File: config.mk
export PLATFORM = sky130hd
export DESIGN_NAME = spbz_sqrt
export DESIGN_NICKNAME = d
export VERILOG_FILES = /design/src/sv/spbz_pkg.sv /design/src/sv/spbz_sqrt.sv
export SDC_FILE = /design/constraint.sdc
export NUM_CORES = 2
export LEC_CHECK = 0
export ABC_AREA = 0
export BUFFER_PORTS_ARGS = -buffer_cell sky130_fd_sc_hd__buf_2
export CAP_MARGIN = 10
export CORE_ASPECT_RATIO = 1.5
export CORE_UTILIZATION = 30
export DETAILED_ROUTE_END_ITERATION = 8
export PLACE_DENSITY = 0.44
export SYNTH_ARGS = -nofsm -noshare
export SYNTH_HDL_FRONTEND = slang
export SYNTH_SLANG_ARGS = --single-unit
File: constraint.sdc
create_clock -name clk_i -period 8.2 [get_ports clk_i]
set_input_delay 0.82 -clock clk_i [delete_from_list [all_inputs] [get_ports clk_i]]
set_output_delay 0.82 -clock clk_i [all_outputs]
set_load 0.02 [all_outputs]
File: src/sv/spbz_pkg.sv
package spbz_pkg;

  // Fixed-point formats
  localparam int FRAC_BITS = 16;
  localparam int U_FRAC    = 16;

  // Datapath widths
  localparam int COORD_W   = 32;
  localparam int SIZE_W    = 31;
  localparam int DIFF_W    = COORD_W + 1;
  localparam int PROD_W    = 2 * DIFF_W;
  localparam int DOT_W     = PROD_W + 1;
  localparam int DEN_W     = PROD_W;
  localparam int CSUM_W    = DOT_W + 3;
  localparam int DIST_W    = 34;
  localparam int RAD_W     = 2 * DIST_W;
  localparam int UQ_W      = U_FRAC + 1;
  localparam int FOOT_W    = UQ_W + 1 + DIFF_W;
  localparam int EX_W      = DIFF_W + 2;

  // Pipeline depths
  localparam int DIV_STEPS  = U_FRAC;
  localparam int SQRT_STEPS = DIST_W;

  localparam logic [COORD_W-1:0] SEG_DST_X_RST = COORD_W'(1) << FRAC_BITS;
  localparam logic [UQ_W-1:0]    U_ONE         = UQ_W'(1) << U_FRAC;
  localparam int                 U_HALF        = 1 << (U_FRAC - 1);

  typedef enum logic [1:0] {
    REG_SRC_X = 2'd0,
    REG_SRC_Y = 2'd1,
    REG_DST_X = 2'd2,
    REG_DST_Y = 2'd3
  } reg_idx_e;

  typedef enum logic [1:0] {
    ZONE_BEFORE = 2'd0,
    ZONE_IN     = 2'd1,
    ZONE_AFTER  = 2'd2
  } zone_e;

  typedef struct packed {
    logic signed [COORD_W-1:0] center_x;
    logic signed [COORD_W-1:0] center_y;
    logic [SIZE_W-1:0]         box_width;
    logic [SIZE_W-1:0]         box_height;
  } in_t;

  typedef struct packed {
    logic [DIST_W-1:0] dist_res;
    logic [UQ_W-1:0]   proj_u;
    logic [DIST_W-1:0] star_dist;
    logic              star_far;
    logic [1:0]        zone_sign;
    logic              right_side;
    logic              point_in_zone;
    logic              point_in_zone_star;
    logic              box_in_zone;
    logic              box_in_zone_star;
    logic              on_segment;
    logic              degenerate;
  } out_t;

  typedef struct packed {
    logic signed [COORD_W-1:0] src_x;
    logic signed [COORD_W-1:0] src_y;
    logic signed [COORD_W-1:0] dst_x;
    logic signed [COORD_W-1:0] dst_y;
  } seg_t;

  // Center offset from src and segment vector
  typedef struct packed {
    logic signed [DIFF_W-1:0] px;
    logic signed [DIFF_W-1:0] py;
    logic signed [DIFF_W-1:0] dx;
    logic signed [DIFF_W-1:0] dy;
  } geo_t;

  typedef struct packed {
    zone_e zone;
    logic  right;
    logic  bz;
    logic  bzs;
    logic  onseg;
    logic  degen;
  } flags_t;

endpackage

File: src/sv/spbz_sqrt.sv
module spbz_sqrt (
  input  logic                        clk_i,
  input  logic                        rst_ni,
  input  logic                        en_i,
  input  logic                        valid_i,
  input  logic [spbz_pkg::RAD_W-1:0]  dsq_i,
  input  logic [spbz_pkg::UQ_W-1:0]   uq_i,
  input  spbz_pkg::flags_t            flags_i,
  output logic                        valid_o,
  output logic [spbz_pkg::DIST_W-1:0] root_o,
  output logic [spbz_pkg::UQ_W-1:0]   uq_o,
  output spbz_pkg::flags_t            flags_o
);

  localparam int N  = spbz_pkg::SQRT_STEPS;
  localparam int RW = spbz_pkg::RAD_W;
  localparam int DW = spbz_pkg::DIST_W;
  localparam int MW = DW + 2;  // partial remainder

  typedef struct packed {
    logic [RW-1:0]             rad;
    logic [MW-1:0]             rem;
    logic [DW-1:0]             root;
    logic [spbz_pkg::UQ_W-1:0] uq;
    spbz_pkg::flags_t          flags;
  } sq_st_t;

  sq_st_t        st_in [N];
  sq_st_t        st_d  [N];
  sq_st_t        st_q  [N];
  logic [N-1:0]  v_q;
  logic [MW+1:0] rem2, trial;
  logic          ge;

  // one root bit per stage, two radicand bits shifted in each time
  always_comb begin
    st_in[0].rad   = dsq_i;
    st_in[0].rem   = '0;
    st_in[0].root  = '0;
    st_in[0].uq    = uq_i;
    st_in[0].flags = flags_i;
    for (int i = 1; i < N; i++) st_in[i] = st_q[i-1];
    rem2  = '0;
    trial = '0;
    ge    = 1'b0;
    for (int i = 0; i < N; i++) begin
      rem2          = {st_in[i].rem, st_in[i].rad[RW-1:RW-2]};
      trial         = {2'b00, st_in[i].root, 2'b01};
      ge            = rem2 >= trial;
      st_d[i]       = st_in[i];
      st_d[i].rad   = {st_in[i].rad[RW-3:0], 2'b00};
      st_d[i].rem   = ge ? MW'(rem2 - trial) : rem2[MW-1:0];
      st_d[i].root  = {st_in[i].root[DW-2:0], ge};
    end
  end

  always_ff @(posedge clk_i or negedge rst_ni) begin
    if (!rst_ni) begin
      v_q <= '0;
    end else if (en_i) begin
      v_q <= {v_q[N-2:0], valid_i};
    end
  end

  always_ff @(posedge clk_i) begin
    if (en_i) st_q <= st_d;
  end

  assign valid_o = v_q[N-1];
  assign root_o  = st_q[N-1].root;
  assign uq_o    = st_q[N-1].uq;
  assign flags_o = st_q[N-1].flags;

endmodule

After elaboration in Yosys (flattened, before gate mapping)
Index checks and enable logic that the tools add are counted.
{"block": "totals", "wordCells": 440, "input_bits": 96, "output_inout_bits": 59, "reg_bits": 3722}
{"block": "op_classes", "muxes": 33, "order_cmp": 34, "add_sub_neg": 33}
{"cell": "$mux W36", "count": 32}
{"cell": "$ge A38 B10 Y1", "count": 1}
{"cell": "$ge A38 B11 Y1", "count": 1}
{"cell": "$ge A38 B12 Y1", "count": 1}
{"cell": "$ge A38 B13 Y1", "count": 1}
{"cell": "$ge A38 B14 Y1", "count": 1}
{"cell": "$ge A38 B15 Y1", "count": 1}
{"cell": "$ge A38 B16 Y1", "count": 1}
{"cell": "$ge A38 B17 Y1", "count": 1}
{"cell": "$ge A38 B18 Y1", "count": 1}
{"cell": "$ge A38 B19 Y1", "count": 1}
{"cell": "$ge A38 B20 Y1", "count": 1}
{"cell": "$ge A38 B21 Y1", "count": 1}
{"cell": "$ge A38 B22 Y1", "count": 1}
{"cell": "$ge A38 B23 Y1", "count": 1}
{"cell": "$ge A38 B24 Y1", "count": 1}
{"cell": "$ge A38 B25 Y1", "count": 1}
{"cell": "$ge A38 B26 Y1", "count": 1}
{"cell": "$ge A38 B27 Y1", "count": 1}
{"cell": "$ge A38 B28 Y1", "count": 1}
{"cell": "$ge A38 B29 Y1", "count": 1}
{"cell": "$ge A38 B3 Y1", "count": 1}
{"cell": "$ge A38 B30 Y1", "count": 1}
{"cell": "$ge A38 B31 Y1", "count": 1}
{"cell": "45 further kinds", "count": 45}

Logic depth before layout (Yosys ltp)
{"block": "depth", "ltp_word": 2, "depth_mapped": 16, "mapped_depth_nobuf": 14}

Least setup slack after synthesis
OpenSTA, ideal clock, no wires.
{"block": "synth_timing", "path_type": "register -> register", "start": "reg st_q, in the netlist st_in[4130]", "end": "reg st_q, in the netlist st_in[3949] (data pin)", "period_less_slack_ps": 3699, "t_arrival_ps": 3440, "slack_ps": 4501, "setup_time_ps": 260, "path_stages_with_launch": 10, "required_ps": 7940, "n_path_buf": 2, "path_cell_list": "edfxtp_1 > or3_4 > or4_4 > or4_1 > or3_1 > or4_1 > buf_2 > nor3_1 > buf_4 > mux2_2"}
{"element": "from (decl)", "line_no": "spbz_sqrt.sv:30", "text": "sq_st_t st_q [N];"}
{"element": "from (signal assigned)", "line_no": "spbz_sqrt.sv:66", "text": "if (en_i) st_q <= st_d;"}

==> out/qor.log <==
INFO  synth          synth-main-ff-cell=edfxtp_1
INFO  final_layout   most_frequent_cells_in_the_layout=3,668 x edfxtp_1, 853 x nand2_1, 836 x inv_1
INFO  sta            crit_share_post_route=57.3%
INFO  clock_tree     cts_hold_buf=94
INFO  critical_path  kind_of_cell_with_the_highest_combined_delay_on_the_critical_path=simple AND/OR/NAND/NOR gates
INFO  critical_path  worst_r2r_path_depth=13
INFO  critical_path  worst_path_largest_cell_delay=0.67ns
INFO  sta            slew_headroom=15.5%
INFO  synth          synthesis.area=159,000um2
INFO  synth          total_of_flip_flops_plus_latches_after_synthesis=3,702
INFO  sta            fin_setup_tns=0ns
INFO  drt            detailedRoute.firstIterationViolations=5,661
INFO  drt            number_of_iterations_in_the_first_detailed_routing_pass=6
INFO  final_layout   flow.area_growth_from_synthesis=15.2%
INFO  global_route   grt.overflow.total=0
INFO  placement      post-place-ws=3.50ns
INFO  clock_tree     tritoncts_num_sinks=3,702
INFO  pwr            power_density=290nW/um2
INFO  critical_path  timing.rr.start=st_d[2633]
INFO  synth          post-synth-top-area-fraction=69.3%
INFO  critical_path  worst-endpoint-required=8.90ns
INFO  synth          syn_avg_cell_area=14.0um2
INFO  clock_tree     cts_root_buf=clkbuf_16
INFO  clock_tree     cts_setup_buffers=0
INFO  synth          synth_warnings=0
INFO  global_route   grt_pass1_vias=93,100
INFO  floorplanning  fp.coreArea=528,000um2
INFO  hold_path      min_path_cells=1
INFO  critical_path  timing.critical_path.arrival=5.40ns
INFO  floorplanning  ios=155
INFO  sta            worst-slew-pin-transition=1.27ns
INFO  drt            remaining_drc_errors=0
INFO  final_layout   fraction_of_final_layout_cells_sized_beyond_drive_strength_1=8.63%
INFO  pwr            ir_drop=0.184mV
INFO  synth          post_synth_inst_count=11,300
INFO  final_layout   final_nets=12,600
INFO  placement      hpwl_after_detailed_placement=272mm
INFO  placement      placed_cells_incl_taps=18,400
INFO  flow_run       maxCapViolCount=0
INFO  synth          synth_top_area_cell=edfxtp_1
INFO  global_route   grt_first_pass_wirelength=565mm
INFO  global_route   number_of_antenna_violations_at_the_first_check_in_global_routing=6
INFO  critical_path  buffers_and_inverters_on_the_worst_path=2
INFO  floorplanning  die_w=596um
INFO  sta            rsz_0062_raised_after_global_routing=false
INFO  critical_path  timing.critical_path.to=st_in[2519]
INFO  critical_path  criticalPathCategory=reg2reg
INFO  critical_path  cp_max_fo=40
INFO  sta            fin_worst_hold_slack=0.345ns
INFO  synth          synthDistinctLibCells=88
INFO  floorplanning  fp.dieArea=533,000um2
INFO  clock_tree     post_cts_resized=0
INFO  final_layout   stdcell_count=19,300
INFO  synth          synth_enable_flop_cells=3,668
INFO  critical_path  timing.critical_path.to_type=flip-flop
INFO  critical_path  rrSetupSlack=3.50ns
INFO  critical_path  crit-reg2reg-capture=st_in[2519]
INFO  synth          ys_async_sr_fraction=0.918%
INFO  placement      numPortBuffers=154
INFO  drt            detail-route-antenna-nets=0
INFO  clock_tree     max-clock-path-buffers=4
INFO  pwr            power.leakage=67.2nW
INFO  clock_tree     worstSkewPairLatency=1.01ns
INFO  clock_tree     cts_max_level=5
INFO  global_route   maximum_number_of_pins_on_one_net_before_global_route_repair=178
INFO  critical_path  worst_path_max_delay_cell=or4_1
INFO  sta            worst_clock_skew=0.0738ns
INFO  sta            setup_viol=0
INFO  drt            routed_via_density=4.65
INFO  status         outcome=finished, final reports clean
INFO  sta            slew_viol_final=0
INFO  placement      gp_congestion=0.906
INFO  hold_path      holdCritPathClass=in2reg
INFO  synth          ys_seq_area_share=69.8%
INFO  floorplanning  initial_core_util=30.1%
INFO  critical_path  path_cells=inv_1 > ha_1 > nand2_1 > nor3b_1 > nand4_1 > or4_1 > nand3_1 > a211oi_4 > buf_4 > a2111oi_0 > o21a_1 > nand4b_1 > xnor2_1
INFO  final_layout   layout.cells.most_common=edfxtp_1
INFO  global_route   globalRouteTotalUtil=13.8%
INFO  clock_tree     clk_transition_reported_paths=0.06ns
INFO  drt            via_count=89,700
INFO  sta            final.setup.worst_slack=3.50ns
INFO  floorplanning  die_height=894um
INFO  final_layout   final_core_util=34.7%
INFO  critical_path  cp.depth=13
INFO  floorplanning  num_rows=327
INFO  sta            finalHoldViolCount=0
INFO  synth          synth.net_count=12,100
INFO  clock_tree     total_clock_buffers_created_by_cts=391
INFO  synth          synth_top_cells_by_area=edfxtp_1 69%, ha_1 5.0%, xnor2_1 2.7%
INFO  sta            finalWorstPathRequiredPeriod=4.70ns
INFO  drt            drt-total-wl=377mm
INFO  drt            routed_wl_per_cell=19.6um
INFO  critical_path  startpoint_type=flip-flop
INFO  clock_tree     cts_tree=done
INFO  critical_path  setup.worst_path.start=st_d[2633]
INFO  sta            fmax=213MHz
==> area by class of cell <==
type | count | area, um2
Timing Repair Buffer | 338 | 2640
Antenna cell | 19 | 47.5
Clock buffer | 453 | 10100
Fill cell | 50800 | 345000
Sequential cell | 3702 | 111000
Inverter | 840 | 3150
Multi-Input combinational cell | 6570 | 44200
Tap cell | 7073 | 8850
Clock inverter | 277 | 3170
==> worst register-to-register path, stage by stage, from the launching register on <==
cell	delay, ns
edfxtp_1	0.42
inv_1	0.07
ha_1	0.36
nand2_1	0.13
nor3b_1	0.58
nand4_1	0.23
or4_1	0.67
nand3_1	0.21
a211oi_4	0.04
buf_4	0.27
a2111oi_0	0.67
o21a_1	0.43
nand4b_1	0.16
xnor2_1	0.17
==> report_power, final <==
| group | switching (mW) | internal [mW] |
|---|---|---|
| Sequential | 1.59 | 23.6 |
| Clock | 7.71 | 10.7 |
| Combinational | 5.77 | 3.70 |
==> cells in the mapped netlist, types with 106 or more instances <==
library cell  instances
edfxtp_1           3668
nand2_1             853
inv_1               837
ha_1                632
o21ai_0             630
a21oi_1             604
nor2_1              577
xnor2_1             491
xor2_1              471
a21o_1              273
nor3_1              253
clkbuf_1            189
nand3_1             189
nor4_1              134
o21a_1              123
nand2b_1            109
nand4_1             106
==> through the flow <==
| step | instance area (um2) | power, mW |
|---|---|---|
| after floorplan | 159000 | 31.2 |
| after global placement | 169000 | 35.0 |
| after detailed placement | 169000 | 35.1 |
| after CTS | 183000 | 54.0 |
| after global routing | 183000 | 55.6 |
| final | 183000 | 53.0 |
==> cell families (layout without fill, tap and decap cells) <==
logic type	count (synthesis)	count (layout)	synth area share (%)
adders and majority gates	632	632	4.97
AOI/OAI and AO/OA	2134	2134	8.29
other	1	20	0.00236
xor gates and xnor gates	962	962	5.30
and+or+nand+nor	2734	2734	8.37
muxes	107	107	0.750
buffers and inverters	1059	1908	2.51
DFF	3702	3702	69.8
==> routing by layer <==
metal | global-route usage (%) | routed length [um]
met1 | 13.5 | 133000
met2 | 27.0 | 207000
met3 | 1.78 | 11800
met4 | 8.54 | 25600
met5 | 0 | 13
==> flip-flops by register name (all words and copies together) (netlist names) <==
register	cells
flags_o	7
rem2	38
root_o	34
st_d	2409
st_in	1163
uq_o	17
v_q	34
==> how the worst min path moves through the flow <==
| stage | start | endpoint | slack (ns) |
|---|---|---|---|
| after global routing | en_i | st_d[5190] | 0.31 |
| final | en_i | st_d[5190] | 0.34 |
| after detailed placement | st_d[1305] | st_d[1143] | 0.40 |
| after floorplan | st_d[0] | flags_o[0] | 0.40 |
| after CTS | en_i | st_d[5190] | 0.27 |
| after global placement | st_d[3202] | st_d[3042] | 0.40 |
No activity file was read; power rests on OpenSTA's default activity.
